===== src/rtl/ffha_pkg.sv =====
// ----------------------------------------------------------------------------
// ffha_pkg
// shared types and constants for the first-fit heap allocator
// ----------------------------------------------------------------------------
package ffha_pkg;

  localparam int MaxBlocks   = 64;
  localparam int IdxW        = $clog2(MaxBlocks);
  localparam int CntW        = IdxW + 1;
  localparam int HeaderBytes = 24;
  localparam int OffW        = 20;
  localparam int SizeW       = 21;
  localparam int AddrW       = 32;

  localparam logic [31:0] HeapBaseReset  = 32'h0030_0000;
  localparam logic [20:0] HeapBytesReset = 21'h10_0000;
  localparam logic [20:0] HeapBytesMin   = 21'd64;
  localparam logic [20:0] HeapBytesMax   = 21'h10_0000;
  localparam logic [20:0] AlignMask      = 21'd15;
  localparam logic [21:0] MinSplit       = 22'd16;

  localparam logic [1:0] ModeAlloc = 2'd0;
  localparam logic [1:0] ModeFree  = 2'd1;
  localparam logic [1:0] ModeInit  = 2'd2;

  localparam logic [1:0] StatDone   = 2'd0;
  localparam logic [1:0] StatNoFit  = 2'd1;
  localparam logic [1:0] StatIgnore = 2'd2;

  localparam logic [0:0] RegHeapBase  = 1'd0;
  localparam logic [0:0] RegHeapBytes = 1'd1;

  // descriptor word: {free, size, offset}
  localparam int DescW = 1 + SizeW + OffW;

  typedef struct packed {
    logic            is_free;
    logic [SizeW-1:0] size;
    logic [OffW-1:0]  offset;
  } desc_t;

  // datapath commands
  typedef enum logic [3:0] {
    CMD_NONE,
    CMD_LOAD,      // latch item, compute need
    CMD_INIT,      // rebuild table
    CMD_RD,        // issue read of index ptr
    CMD_EVAL,      // evaluate read data at ptr
    CMD_SHIFT_UP,  // write mem[ptr] = cur (read at ptr-1), ptr--
    CMD_SHIFT_DN,  // write mem[ptr] = read(ptr+1), ptr++
    CMD_WR_SPLIT,  // write new split pieces
    CMD_WR_HIT,    // write hit entry
    CMD_MERGE,     // misc merge steps
    CMD_SUM,       // recount accumulate
    CMD_RESULT     // drive result
  } cmd_e;

  typedef struct packed {
    cmd_e           cmd;
    logic [IdxW-1:0] ptr;
    logic [2:0]      sub;
  } ctl_t;

  typedef struct packed {
    logic            hit;       // eval: entry matches
    logic            can_split;
    logic            prev_free;
    logic            next_free;
    logic            is_free;
    logic            zero_req;
    logic [CntW-1:0] count;
    logic [1:0]      mode;
  } sts_t;

endpackage


===== src/rtl/ffha_ram.sv =====
// ----------------------------------------------------------------------------
// ffha_ram
// generic single-port write, single-port read ram with registered read
// ----------------------------------------------------------------------------
module ffha_ram #(
  parameter int Width = 8,
  parameter int Depth = 16
) (
  input  logic                     clk_i,
  input  logic                     we_i,
  input  logic [$clog2(Depth)-1:0] waddr_i,
  input  logic [Width-1:0]         wdata_i,
  input  logic [$clog2(Depth)-1:0] raddr_i,
  output logic [Width-1:0]         rdata_o
);
  logic [Width-1:0] mem_q [Depth];

  always_ff @(posedge clk_i) begin
    if (we_i) begin
      mem_q[waddr_i] <= wdata_i;
    end
    rdata_o <= mem_q[raddr_i];
  end
endmodule


===== src/rtl/ffha_dp.sv =====
// ----------------------------------------------------------------------------
// ffha_dp
// datapath: descriptor ram, totals, item registers and result
// ----------------------------------------------------------------------------
module ffha_dp (
  input  logic                       clk_i,
  input  logic                       rst_ni,
  input  ffha_pkg::ctl_t             ctl_i,
  output ffha_pkg::sts_t             sts_o,
  input  logic [1:0]                 mode_i,
  input  logic [ffha_pkg::SizeW-1:0] req_i,
  input  logic [ffha_pkg::AddrW-1:0] addr_i,
  input  logic [31:0]                heap_base_i,
  input  logic [20:0]                heap_bytes_i,
  output logic [ffha_pkg::AddrW-1:0] res_addr_o,
  output logic [1:0]                 res_status_o,
  output logic [ffha_pkg::SizeW-1:0] res_used_o,
  output logic [ffha_pkg::SizeW-1:0] res_free_o
);
  localparam int IdxW = ffha_pkg::IdxW;
  localparam int CntW = ffha_pkg::CntW;
  localparam int SW   = ffha_pkg::SizeW;
  localparam int OffW = ffha_pkg::OffW;

  localparam logic [SW-1:0] HeapBytesResetFree =
    ffha_pkg::HeapBytesReset - SW'(ffha_pkg::HeaderBytes);

  logic [1:0]      mode_q;
  logic [21:0]     need_q;
  logic [31:0]     addr_q;
  logic            zero_q;
  logic [CntW-1:0] count_q, count_d;
  logic [SW-1:0]   used_q, used_d;
  logic [SW-1:0]   sum_q, sum_d;
  logic [SW-1:0]   free_q, free_d;
  ffha_pkg::desc_t hold_q, hold_d;   // found / working entry
  ffha_pkg::desc_t prev_q, prev_d;   // previous entry during walk
  logic [IdxW-1:0] hit_idx_q, hit_idx_d;
  logic            prev_free_q, prev_free_d;

  logic            we;
  logic [IdxW-1:0] waddr, raddr;
  ffha_pkg::desc_t wdata, rdata;
  logic [ffha_pkg::DescW-1:0] rbits;
  logic [31:0]     paddr;
  logic [21:0]     split_lim;

  ffha_ram #(.Width(ffha_pkg::DescW), .Depth(ffha_pkg::MaxBlocks)) u_ram (
    .clk_i   (clk_i),
    .we_i    (we),
    .waddr_i (waddr),
    .wdata_i (wdata),
    .raddr_i (raddr),
    .rdata_o (rbits)
  );
  assign rdata = ffha_pkg::desc_t'(rbits);

  assign paddr = heap_base_i + {12'd0, rdata.offset} + 32'(ffha_pkg::HeaderBytes);
  assign split_lim = need_q + 22'(ffha_pkg::HeaderBytes) + ffha_pkg::MinSplit;

  always_comb begin
    sts_o.mode = mode_q;
    sts_o.zero_req = zero_q;
    sts_o.count = count_q;
    sts_o.is_free = rdata.is_free;
    sts_o.prev_free = prev_free_q;
    sts_o.next_free = rdata.is_free;
    sts_o.can_split = ({1'b0, rdata.size} >= split_lim) &&
                      (count_q < CntW'(ffha_pkg::MaxBlocks));
    if (mode_q == ffha_pkg::ModeAlloc) begin
      sts_o.hit = rdata.is_free && ({1'b0, rdata.size} >= need_q);
    end else begin
      sts_o.hit = (paddr == addr_q);
    end
  end

  // ram address and write selection, and next values of the totals and item registers
  always_comb begin
    we = 1'b0;
    waddr = ctl_i.ptr;
    raddr = ctl_i.ptr;
    wdata = rdata;
    count_d = count_q;
    used_d = used_q;
    sum_d = sum_q;
    free_d = free_q;
    hold_d = hold_q;
    prev_d = prev_q;
    hit_idx_d = hit_idx_q;
    prev_free_d = prev_free_q;
    case (ctl_i.cmd)
      ffha_pkg::CMD_LOAD: begin
        sum_d = '0;
      end
      ffha_pkg::CMD_INIT: begin
        we = 1'b1;
        waddr = '0;
        wdata.offset = '0;
        wdata.size = (heap_bytes_i > 21'(ffha_pkg::HeaderBytes)) ?
                     heap_bytes_i - 21'(ffha_pkg::HeaderBytes) : '0;
        wdata.is_free = 1'b1;
        count_d = CntW'(1);
        used_d = '0;
      end
      ffha_pkg::CMD_EVAL: begin
        // remember entry; prev tracks entry before it
        prev_d = hold_q;
        prev_free_d = (ctl_i.ptr != '0) && hold_q.is_free;
        hold_d = rdata;
        hit_idx_d = ctl_i.ptr;
      end
      ffha_pkg::CMD_SHIFT_UP: begin
        // rdata holds entry ptr-1, write it at ptr
        we = 1'b1;
        raddr = ctl_i.ptr - IdxW'(2);
      end
      ffha_pkg::CMD_SHIFT_DN: begin
        // rdata holds entry ptr+1, write it at ptr
        we = 1'b1;
        raddr = ctl_i.ptr + IdxW'(2);
      end
      ffha_pkg::CMD_WR_SPLIT: begin
        we = 1'b1;
        waddr = hit_idx_q + IdxW'(1);
        wdata.offset = hold_q.offset + OffW'(ffha_pkg::HeaderBytes) + need_q[19:0];
        wdata.size = hold_q.size - need_q[20:0] - 21'(ffha_pkg::HeaderBytes);
        wdata.is_free = 1'b1;
        hold_d.size = need_q[20:0];
        count_d = count_q + CntW'(1);
      end
      ffha_pkg::CMD_WR_HIT: begin
        we = 1'b1;
        waddr = hit_idx_q;
        wdata = hold_q;
        wdata.is_free = (mode_q != ffha_pkg::ModeAlloc);
        if (mode_q == ffha_pkg::ModeAlloc) begin
          used_d = used_q + hold_q.size;
        end else begin
          used_d = (used_q >= hold_q.size) ? used_q - hold_q.size : '0;
        end
        hold_d.is_free = wdata.is_free;
      end
      ffha_pkg::CMD_MERGE: begin
        // sub 0: absorb successor (rdata) into hold, write at hit
        // sub 1: absorb hold into prev, write at hit-1
        we = 1'b1;
        if (ctl_i.sub == 3'd0) begin
          waddr = hit_idx_q;
          wdata = hold_q;
          wdata.size = hold_q.size + SW'(ffha_pkg::HeaderBytes) + rdata.size;
          hold_d = wdata;
        end else begin
          waddr = hit_idx_q - IdxW'(1);
          wdata = prev_q;
          wdata.size = prev_q.size + SW'(ffha_pkg::HeaderBytes) + hold_q.size;
        end
        count_d = count_q - CntW'(1);
      end
      ffha_pkg::CMD_SUM: begin
        if (rdata.is_free) begin
          sum_d = sum_q + rdata.size;
        end
      end
      ffha_pkg::CMD_RESULT: begin
        free_d = sum_q;
      end
      default: ;
    endcase
  end

  always_ff @(posedge clk_i or negedge rst_ni) begin
    if (!rst_ni) begin
      count_q <= CntW'(1);
      used_q <= '0;
      free_q <= HeapBytesResetFree;
    end else begin
      count_q <= count_d;
      used_q <= used_d;
      free_q <= free_d;
    end
  end

  always_ff @(posedge clk_i) begin
    sum_q <= sum_d;
    hold_q <= hold_d;
    prev_q <= prev_d;
    hit_idx_q <= hit_idx_d;
    prev_free_q <= prev_free_d;
    if (ctl_i.cmd == ffha_pkg::CMD_LOAD) begin
      mode_q <= mode_i;
      addr_q <= addr_i;
      // null pointer for a free, zero size for an allocate
      zero_q <= (mode_i == ffha_pkg::ModeFree) ? (addr_i == '0) : (req_i == '0);
      need_q <= ({1'b0, req_i} + {1'b0, ffha_pkg::AlignMask}) & ~22'd15;
    end
    if (ctl_i.cmd == ffha_pkg::CMD_RESULT) begin
      res_addr_o <= (ctl_i.sub == 3'd1) ?
        heap_base_i + {12'd0, hold_q.offset} + 32'(ffha_pkg::HeaderBytes) : '0;
      res_status_o <= ctl_i.sub[2] ? ffha_pkg::StatIgnore :
                      ((ctl_i.sub == 3'd2) ? ffha_pkg::StatNoFit : ffha_pkg::StatDone);
      res_used_o <= used_q;
      res_free_o <= sum_q;
    end
  end
endmodule


===== src/rtl/ffha_ctrl.sv =====
// ----------------------------------------------------------------------------
// ffha_ctrl
// sequencer: search walk, shifts, merges, recount and output handshake
// ----------------------------------------------------------------------------
module ffha_ctrl (
  input  logic           clk_i,
  input  logic           rst_ni,
  input  logic           in_valid_i,
  output logic           in_ready_o,
  output logic           out_valid_o,
  input  logic           out_ready_i,
  input  logic           init_req_i,
  output ffha_pkg::ctl_t ctl_o,
  input  ffha_pkg::sts_t sts_i
);
  localparam int IdxW = ffha_pkg::IdxW;

  typedef enum logic [3:0] {
    S_BOOT, S_IDLE, S_DISP, S_SRD, S_SEVAL, S_SPLIT_RD, S_SPLIT_UP, S_SPLIT_WR,
    S_HIT, S_NEXT_RD, S_NEXT_EV, S_SHDN_RD, S_SHDN, S_PREV, S_SUM, S_OUT
  } state_e;

  state_e          state_q;
  logic [IdxW:0]   ptr_q;      // one extra bit to reach count
  logic [2:0]      res_q;      // result kind code for datapath
  logic            merged_q;   // which merge phase is running
  logic            valid_q;
  logic            sum_pend_q;

  assign in_ready_o  = (state_q == S_IDLE) && !valid_q;
  assign out_valid_o = valid_q;

  // result kinds: 0 done, 1 done with address, 2 no fit, 4 ignored
  always_comb begin
    ctl_o.cmd = ffha_pkg::CMD_NONE;
    ctl_o.ptr = ptr_q[IdxW-1:0];
    ctl_o.sub = {2'd0, merged_q};
    case (state_q)
      S_BOOT:     ctl_o.cmd = ffha_pkg::CMD_INIT;
      S_IDLE:     if (in_valid_i && in_ready_o) ctl_o.cmd = ffha_pkg::CMD_LOAD;
      S_DISP:     if (sts_i.mode == ffha_pkg::ModeInit) ctl_o.cmd = ffha_pkg::CMD_INIT;
      S_SEVAL:    ctl_o.cmd = ffha_pkg::CMD_EVAL;
      S_SPLIT_UP: ctl_o.cmd = ffha_pkg::CMD_SHIFT_UP;
      S_SPLIT_WR: ctl_o.cmd = ffha_pkg::CMD_WR_SPLIT;
      S_HIT:      ctl_o.cmd = ffha_pkg::CMD_WR_HIT;
      S_NEXT_EV:  if (sts_i.next_free && ptr_q < sts_i.count)
                    ctl_o.cmd = ffha_pkg::CMD_MERGE;
      S_SHDN:     ctl_o.cmd = ffha_pkg::CMD_SHIFT_DN;
      S_PREV:     begin
        ctl_o.cmd = ffha_pkg::CMD_MERGE;
        ctl_o.sub = 3'd1;
      end
      S_SUM:      if (sum_pend_q) ctl_o.cmd = ffha_pkg::CMD_SUM;
      S_OUT:      begin
        ctl_o.cmd = ffha_pkg::CMD_RESULT;
        ctl_o.sub = res_q;
      end
      default: ;
    endcase
    // shift reads fetch the source entry one step ahead of the write
    if (state_q == S_SPLIT_RD) ctl_o.ptr = ptr_q[IdxW-1:0] - IdxW'(1);
    if (state_q == S_SHDN_RD) ctl_o.ptr = ptr_q[IdxW-1:0] + IdxW'(1);
  end

  // merge bookkeeping: after a successor merge the entries above k+1 shift
  // down; after a predecessor merge the entries above k shift down
  logic          do_prev_q;

  always_ff @(posedge clk_i or negedge rst_ni) begin
    if (!rst_ni) begin
      state_q <= S_BOOT;
      ptr_q <= '0;
      res_q <= '0;
      merged_q <= 1'b0;
      valid_q <= 1'b0;
      sum_pend_q <= 1'b0;
      do_prev_q <= 1'b0;
    end else begin
      if (valid_q && out_ready_i) valid_q <= 1'b0;
      case (state_q)
        S_BOOT: state_q <= S_IDLE;
        S_IDLE: if (init_req_i) begin
          state_q <= S_BOOT;
        end else if (in_valid_i && in_ready_o) begin
          state_q <= S_DISP;
        end
        S_DISP: begin
          ptr_q <= '0;
          merged_q <= 1'b0;
          do_prev_q <= 1'b0;
          if (sts_i.mode == ffha_pkg::ModeInit) begin
            res_q <= 3'd0;
            state_q <= S_SUM;
            sum_pend_q <= 1'b0;
          end else if (sts_i.mode == ffha_pkg::ModeAlloc && !sts_i.zero_req) begin
            state_q <= S_SRD;
          end else if (sts_i.mode == ffha_pkg::ModeFree && !sts_i.zero_req) begin
            state_q <= S_SRD;
          end else begin
            res_q <= (sts_i.mode == ffha_pkg::ModeAlloc) ? 3'd2 : 3'd4;
            state_q <= S_SUM;
            sum_pend_q <= 1'b0;
          end
        end
        S_SRD: begin
          if (ptr_q == sts_i.count) begin
            res_q <= (sts_i.mode == ffha_pkg::ModeAlloc) ? 3'd2 : 3'd4;
            ptr_q <= '0;
            sum_pend_q <= 1'b0;
            state_q <= S_SUM;
          end else begin
            state_q <= S_SEVAL;
          end
        end
        S_SEVAL: begin
          if (sts_i.hit) begin
            if (sts_i.mode == ffha_pkg::ModeAlloc) begin
              res_q <= 3'd1;
              if (sts_i.can_split) begin
                ptr_q <= sts_i.count;
                state_q <= S_SPLIT_RD;
              end else begin
                state_q <= S_HIT;
              end
            end else if (sts_i.is_free) begin
              res_q <= 3'd4;
              ptr_q <= '0;
              sum_pend_q <= 1'b0;
              state_q <= S_SUM;
            end else begin
              res_q <= 3'd0;
              state_q <= S_HIT;
            end
          end else begin
            ptr_q <= ptr_q + 1'b1;
            state_q <= S_SRD;
          end
        end
        S_SPLIT_RD: begin
          // shift entries hit+1 .. count-1 up by one, top first
          if (ptr_q == {1'b0, hit_idx_ext()} + 1'b1) begin
            state_q <= S_SPLIT_WR;
          end else begin
            state_q <= S_SPLIT_UP;
          end
        end
        S_SPLIT_UP: begin
          ptr_q <= ptr_q - 1'b1;
          state_q <= S_SPLIT_RD;
        end
        S_SPLIT_WR: state_q <= S_HIT;
        S_HIT: begin
          if (sts_i.mode == ffha_pkg::ModeFree) begin
            // predecessor flag was captured when the hit entry was evaluated
            do_prev_q <= sts_i.prev_free;
            ptr_q <= {1'b0, hit_idx_ext()} + 1'b1;
            state_q <= S_NEXT_RD;
          end else begin
            ptr_q <= '0;
            sum_pend_q <= 1'b0;
            state_q <= S_SUM;
          end
        end
        S_NEXT_RD: state_q <= S_NEXT_EV;
        S_NEXT_EV: begin
          if (sts_i.next_free && ptr_q < sts_i.count) begin
            // successor at ptr removed: shift entries above it down
            state_q <= S_SHDN_RD;
          end else begin
            state_q <= do_prev_q ? S_PREV : S_SUM;
            if (!do_prev_q) begin
              ptr_q <= '0;
              sum_pend_q <= 1'b0;
            end
          end
        end
        S_SHDN_RD: begin
          if (ptr_q >= sts_i.count) begin
            state_q <= do_prev_q ? S_PREV : S_SUM;
            if (!do_prev_q) begin
              ptr_q <= '0;
              sum_pend_q <= 1'b0;
            end
          end else begin
            state_q <= S_SHDN;
          end
        end
        S_SHDN: begin
          ptr_q <= ptr_q + 1'b1;
          state_q <= S_SHDN_RD;
        end
        S_PREV: begin
          merged_q <= 1'b1;
          ptr_q <= {1'b0, hit_idx_ext()};
          do_prev_q <= 1'b0;
          state_q <= S_SHDN_RD;
        end
        S_SUM: begin
          // registered read: pend marks valid data at ptr-1
          if (ptr_q == sts_i.count) begin
            if (sum_pend_q) begin
              sum_pend_q <= 1'b0;
            end else begin
              state_q <= S_OUT;
            end
          end else begin
            ptr_q <= ptr_q + 1'b1;
            sum_pend_q <= 1'b1;
          end
        end
        S_OUT: begin
          valid_q <= 1'b1;
          merged_q <= 1'b0;
          state_q <= S_IDLE;
        end
        default: state_q <= S_IDLE;
      endcase
    end
  end

  // hit index mirrored locally from the walk pointer at evaluation
  logic [IdxW-1:0] hit_q;
  always_ff @(posedge clk_i) begin
    if (state_q == S_SEVAL) hit_q <= ptr_q[IdxW-1:0];
  end
  function automatic logic [IdxW-1:0] hit_idx_ext();
    return hit_q;
  endfunction

  assert property (@(posedge clk_i) disable iff (!rst_ni)
    valid_q && !out_ready_i |=> valid_q)
    else $error("result dropped while stalled");
  assert property (@(posedge clk_i) disable iff (!rst_ni)
    in_ready_o |-> !valid_q)
    else $error("item taken while result pending");
  assert property (@(posedge clk_i) disable iff (!rst_ni)
    state_q == S_OUT |=> valid_q)
    else $error("result not posted");
endmodule


===== src/rtl/first_fit_heap_allocator_core.sv =====
// ----------------------------------------------------------------------------
// first_fit_heap_allocator_core
// first-fit heap allocator over an address-ordered descriptor table
// ----------------------------------------------------------------------------
// channel  | dir | ports                 | beat contents
// s_axis   | in  | tvalid/tready/tdata   | mode, request_size, block_address
// m_axis   | out | tvalid/tready/tdata   | result_address, status, used, free
// apb      | in  | psel/penable/...      | heap_base @0x0, heap_bytes @0x4
//
// one item at a time; the search walk reads entries in address order, a
// table shift moves entries one at a time (one shift for a split, up to two for
// a free that merges both neighbors) and the free-byte recount reads every
// entry, all through the single read port of the descriptor ram
// reset loads the default heap (entry zero only)
// a finished result holds on m_axis until taken; no new beat is accepted
// until then
// ----------------------------------------------------------------------------
module first_fit_heap_allocator_core (
  input  logic        clk_i,
  input  logic        rst_ni,
  input  logic        s_axis_tvalid,
  output logic        s_axis_tready,
  // [1:0] mode, [22:2] request_size, [54:23] block_address, zero fill
  input  logic [55:0] s_axis_tdata,
  output logic        m_axis_tvalid,
  input  logic        m_axis_tready,
  // [31:0] result_address, [33:32] status, [54:34] used, [75:55] free
  output logic [79:0] m_axis_tdata,
  input  logic        psel,
  input  logic        penable,
  input  logic        pwrite,
  input  logic [2:0]  paddr,
  input  logic [31:0] pwdata,
  output logic [31:0] prdata,
  output logic        pready
);
  logic [31:0] heap_base_q;
  logic [20:0] heap_bytes_q;
  logic [20:0] wclamp;
  logic [31:0] res_addr;
  logic [1:0]  res_status;
  logic [20:0] res_used, res_free;
  ffha_pkg::ctl_t ctl;
  ffha_pkg::sts_t sts;

  assign pready = 1'b1;
  // clamp heap size writes into the supported range
  assign wclamp = (pwdata[20:0] < ffha_pkg::HeapBytesMin) ? ffha_pkg::HeapBytesMin :
                  (pwdata[20:0] > ffha_pkg::HeapBytesMax) ? ffha_pkg::HeapBytesMax :
                  pwdata[20:0];

  always_ff @(posedge clk_i or negedge rst_ni) begin
    if (!rst_ni) begin
      heap_base_q <= ffha_pkg::HeapBaseReset;
      heap_bytes_q <= ffha_pkg::HeapBytesReset;
    end else if (psel && penable && pwrite && paddr[1:0] == 2'd0) begin
      if (paddr[2] == ffha_pkg::RegHeapBase) heap_base_q <= pwdata;
      else heap_bytes_q <= wclamp;
    end
  end

  always_comb begin
    prdata = '0;
    if (paddr[2] == ffha_pkg::RegHeapBase) prdata = heap_base_q;
    else prdata = {11'd0, heap_bytes_q};
  end

  ffha_ctrl u_ctrl (
    .clk_i       (clk_i),
    .rst_ni      (rst_ni),
    .in_valid_i  (s_axis_tvalid),
    .in_ready_o  (s_axis_tready),
    .out_valid_o (m_axis_tvalid),
    .out_ready_i (m_axis_tready),
    .init_req_i  (1'b0),
    .ctl_o       (ctl),
    .sts_i       (sts)
  );

  ffha_dp u_dp (
    .clk_i        (clk_i),
    .rst_ni       (rst_ni),
    .ctl_i        (ctl),
    .sts_o        (sts),
    .mode_i       (s_axis_tdata[1:0]),
    .req_i        (s_axis_tdata[22:2]),
    .addr_i       (s_axis_tdata[54:23]),
    .heap_base_i  (heap_base_q),
    .heap_bytes_i (heap_bytes_q),
    .res_addr_o   (res_addr),
    .res_status_o (res_status),
    .res_used_o   (res_used),
    .res_free_o   (res_free)
  );

  assign m_axis_tdata = {4'd0, res_free, res_used, res_status, res_addr};
endmodule

===== config.mk =====
export PLATFORM = sky130hd
export DESIGN_NAME = first_fit_heap_allocator_core
export DESIGN_NICKNAME = d
export VERILOG_FILES = /design/src/rtl/ffha_pkg.sv /design/src/rtl/ffha_ram.sv /design/src/rtl/ffha_dp.sv /design/src/rtl/ffha_ctrl.sv /design/src/rtl/first_fit_heap_allocator_core.sv
export SDC_FILE = /design/constraint.sdc
export NUM_CORES = 2
export LEC_CHECK = 0
export BUFFER_PORTS_ARGS = -buffer_cell sky130_fd_sc_hd__buf_4
export CAP_MARGIN = 15
export CORE_UTILIZATION = 57
export DETAILED_ROUTE_END_ITERATION = 6
export PLACE_DENSITY = 0.76
export RECOVER_POWER = 100
export SYNTH_ARGS = -nofsm -noshare
export SYNTH_HDL_FRONTEND = slang
export SYNTH_SLANG_ARGS = --single-unit

===== constraint.sdc =====
create_clock -name clk_i -period 5.15 [get_ports clk_i]
set_input_delay 0.2575 -clock clk_i [delete_from_list [all_inputs] [get_ports clk_i]]
set_output_delay 0.2575 -clock clk_i [all_outputs]
set_load 0.02 [all_outputs]

==> impl.org <==
** Status
- The run finished, with violations left.
- The final reports fail on max-capacitance violations, max-slew violations.

** Synthesis
- Number of standard cells after synthesis :: 7279
- The Yosys step of the flow raised 0 warnings.
- Async set-or-reset flop fraction in the synthesized netlist :: 3.22%
- Counting distinct cell types in the post-synthesis netlist gives 102.
- Top_reg_cell synth :: sky130_fd_sc_hd__edfxtp_1
- Averaged over all synthesized cells, the footprint is 18.2 µm².
- Most instantiated library cell after synthesis :: sky130_fd_sc_hd__edfxtp_1
- Top area cells in the synthesized netlist :: sky130_fd_sc_hd__edfxtp_1 (67%), sky130_fd_sc_hd__mux4_2 (11%), sky130_fd_sc_hd__mux2i_1 (4.9%)
- Of all cell types, the one taking the most synthesized area is sky130_fd_sc_hd__edfxtp_1.
- The top cell type by area accounts for 66.6% of the synthesized area.
- Yosys mapped a number of flops with a built-in enable equal to 2935.
- Sequential area share after synthesis :: 69.1%
- After synthesis the cells add up to 0.132 mm².
- Post-synthesis register bit count :: 3076
- Most used standard cells in the synthesized netlist :: sky130_fd_sc_hd__edfxtp_1 (2935), sky130_fd_sc_hd__mux4_2 (672), sky130_fd_sc_hd__mux2i_1 (643), sky130_fd_sc_hd__ha_1 (339), sky130_fd_sc_hd__nor2_1 (320)

** Floorplanning
- In this run the core area contains 176 standard-cell rows.
- In this run the standard cell core region covers 0.230 mm².
- From left edge to right edge, the die measures 484 µm.
- Floorplan die height :: 484 µm
- The floorplan step defined a die boundary enclosing 0.234 mm².
- Number of top-level pins :: 213
- The initial utilization of the core area, before any placement, comes to 57.5%.

** Setup path
- STA puts the critical path data required time at 5.78 ns.
- Counting cells, the worst reg-to-reg path comes to 15.
- Data arrival time at the worst-slack endpoint :: 5.71 ns
- The setup check on the worst reg-to-reg path leaves a slack of 0.08 ns.
- In this run the critical register-to-register path is captured at u_dp.u_ram.mem_q[16][20].
- Beginning of the worst register-to-register path :: u_dp.count_q[1]
- Element type at the critical path start :: flip-flop
- Critical-path maximum fanout :: 22
- Critical Path End Type :: flip-flop
- Crit Path Category :: reg2reg

** Place
- DP Wirelength :: 208000 µm
- At the placement stage, the worst setup path has a slack of 0.158 ns.
- Input and output buffers added on the ports amount to 206.
- Final weighted congestion of routability-driven global placement :: 0.990

** STA
- The final number of max-transition violations came to 98.
- The total count of hold-check failures in the final report is 0.
- After routing, the total negative slack on setup checks comes to 0 ns.
- Final hold analysis gives a worst-case slack of 0.0843 ns.
- Setup violations remaining at the end of the flow were counted as 0.
- Part of the cycle the worst path needs :: 98.5%
- Actual slew at the worst max-slew pin :: 3.19 ns
- Min Clock Period, post-route :: 5.07 ns
- Setup repair after global routing could not meet its margin everywhere.
- Maximum clock frequency :: 0.197 GHz
- Final setup slack of the worst path :: 0.0781 ns
- Between clock sinks in the finished design, the worst skew comes to 0.0821 ns.
- Slew Limit Headroom :: -113%

** Layout
- The filler cells instantiated in the layout total 14700.
- Final net count :: 8411
- P&R area growth vs syn :: 15.2%
- Share of final-layout standard cells stronger than drive strength 1 :: 21.9%

** Detailed routing
- Dividing the detail-routed via count by the number of cells gives 6.56.
- Routed vias :: 73800
- The detailed router finished its first iteration with 8354 violations.
- Once detail routing completed, the nets flagged for antenna violations numbered 0.
- The first detailed-routing pass ran for 7 iterations.
- After detailed routing, the number of remaining DRC violations is 0.
- Dividing the detail-routed wire length by the instance count gives 30.3 µm.
- Final WL :: 340000 µm

** Global routing
- For this run the aggregate overflow at the end of global routing stands at 0.
- All-Layer GR Usage :: 29.0%
- The first global-routing pass estimated 499000 µm of wire.
- Initial antenna violation count :: 6
- Pin count of the biggest net entering global routing :: 125
- The number of global-route vias before repair is 74600.

** Min path
- The startpoint identified for the worst hold timing path is s_axis_tdata[43].
- WHS Endpoint :: u_dp.addr_q[20]
- The worst hold path was traced through 2 stages.
- The tightest min-delay check is of the in2reg type.

** CTS
- The H-tree was split into 5 levels.
- In this run, CTS created clock tree buffers numbering 320.
- No sink is reached through more buffers than the 4 on the longest clock path.
- Clock root buffer :: sky130_fd_sc_hd__clkbuf_16
- Clock-pin slew was measured on the worst setup and hold paths at 0.06 ns.
- TritonCTS built the clock tree.
- Clock Sink Count :: 3076
- Clock latency on the worst-skew pair, taken at its later pin, is 0.98 ns.

** Job
- Across the run, the number of max-cap violations was 2.
-- sequential cells by signal, summed over array words and instances, names as in the netlist, 32 cells and up --
register	cells
heap_base_q	32
u_dp.addr_q	32
u_dp.hold_q	42
u_dp.prev_q	42
u_dp.res_addr_o	32
u_dp.u_ram.mem_q	2688
u_dp.u_ram.rdata_o	42
-- critical path, stage by stage, from the launching register on --
cell and delay [ns]:
sky130_fd_sc_hd__dfrtp_1 0.42, sky130_fd_sc_hd__inv_1 0.09, sky130_fd_sc_hd__ha_1 0.31, sky130_fd_sc_hd__nor2b_1 0.13
sky130_fd_sc_hd__o21ai_0 0.20, sky130_fd_sc_hd__a21oi_1 0.14, sky130_fd_sc_hd__or4_1 0.67, sky130_fd_sc_hd__buf_4 0.24
sky130_fd_sc_hd__a21oi_4 0.28, sky130_fd_sc_hd__nor2_1 0.09, sky130_fd_sc_hd__a21oi_2 0.54, sky130_fd_sc_hd__nand3b_1 0.24
sky130_fd_sc_hd__buf_4 0.20, sky130_fd_sc_hd__buf_4 0.15, sky130_fd_sc_hd__nor2_4 0.74, sky130_fd_sc_hd__buf_12 0.32
-- layout by cell type (no fill, tap or decap), drive strengths merged, types with 95 or more instances in the layout --
master	n
nor2	322
mux4	672
mux2i	643
edfxtp	2935
inv	191
nand2	201
xnor2	132
o21ai	136
clkinv	117
clkbuf	538
dlygate4sd3	124
ha	339
a21oi	183
dfrtp	95
buf	439
-- cells by family after synthesis --
| logic type | Yosys count | share of synthesized area (%) |
|---|---|---|
| compound gates | 777 | 4.09 |
| xor+xnor | 226 | 1.50 |
| mux | 1376 | 16.8 |
| buf+inv | 525 | 1.70 |
| fa+ha+maj | 349 | 3.36 |
| other cells | 2 | 0.00567 |
| flops | 3076 | 69.1 |
| simple gates | 948 | 3.43 |
-- worst max path at each step --
stage                    startpoint                       end  slack [ns]  depth (start not counted)
floorplan           u_dp.hold_q[21]   u_dp.u_ram.mem_q[0][39]       -0.10                         14
global placement    u_dp.count_q[1]  u_dp.u_ram.mem_q[20][25]        0.05                         13
detailed placement  u_dp.count_q[1]  u_dp.u_ram.mem_q[28][14]        0.16                         14
CTS                 u_dp.count_q[1]  u_dp.u_ram.mem_q[28][13]        0.13                         14
global route        u_dp.count_q[1]  u_dp.u_ram.mem_q[16][34]       -0.04                         15
finish              u_dp.count_q[1]  u_dp.u_ram.mem_q[16][20]        0.08                         15
-- through the flow --
stage	instances	area, µm²	utilization (%)
after global routing	11200	152000	66.2
final	11200	152000	66.2
after floorplan	7282	132000	-
after global placement	10500	141000	61.3
after CTS	11200	153000	66.3
after detailed placement	10500	141000	61.3
-- layout make-up --
| type | count | area, µm² | share of cell area [%] |
|---|---|---|---|
| sequential | 3076 | 91500 | 60.0 |
| multi-input combinational | 3681 | 39700 | 26.0 |
| clock buffer | 402 | 8630 | 5.66 |
| timing repair buffer | 699 | 6650 | 4.36 |
| tap | 3026 | 3790 | 2.48 |
| clock inverter | 162 | 1540 | 1.01 |
| inverter | 186 | 701 | 0.460 |
| antenna | 7 | 17.5 | 0.0115 |
-- metal layers --
metal	routed length, µm	track usage (%)	share of wire (%)
met5	0	0	0
met1	133000	39.9	39
met2	166000	47.3	49
met3	27900	4.65	8.2
met4	12700	10.5	3.7
-- timing repair --
action | 4_1_cts | 5_1_grt
gates resized for setup | 0 | 3
buffers inserted | 0 | 14
endpoints found under the setup margin | 0 | 93
endpoints found under the hold margin | 156 | 0
hold buffers | 125 | 0
Power is left out: the tool's default activity adds up to more than one toggle a clock period on the data nets, which glitch-free logic cannot reach.
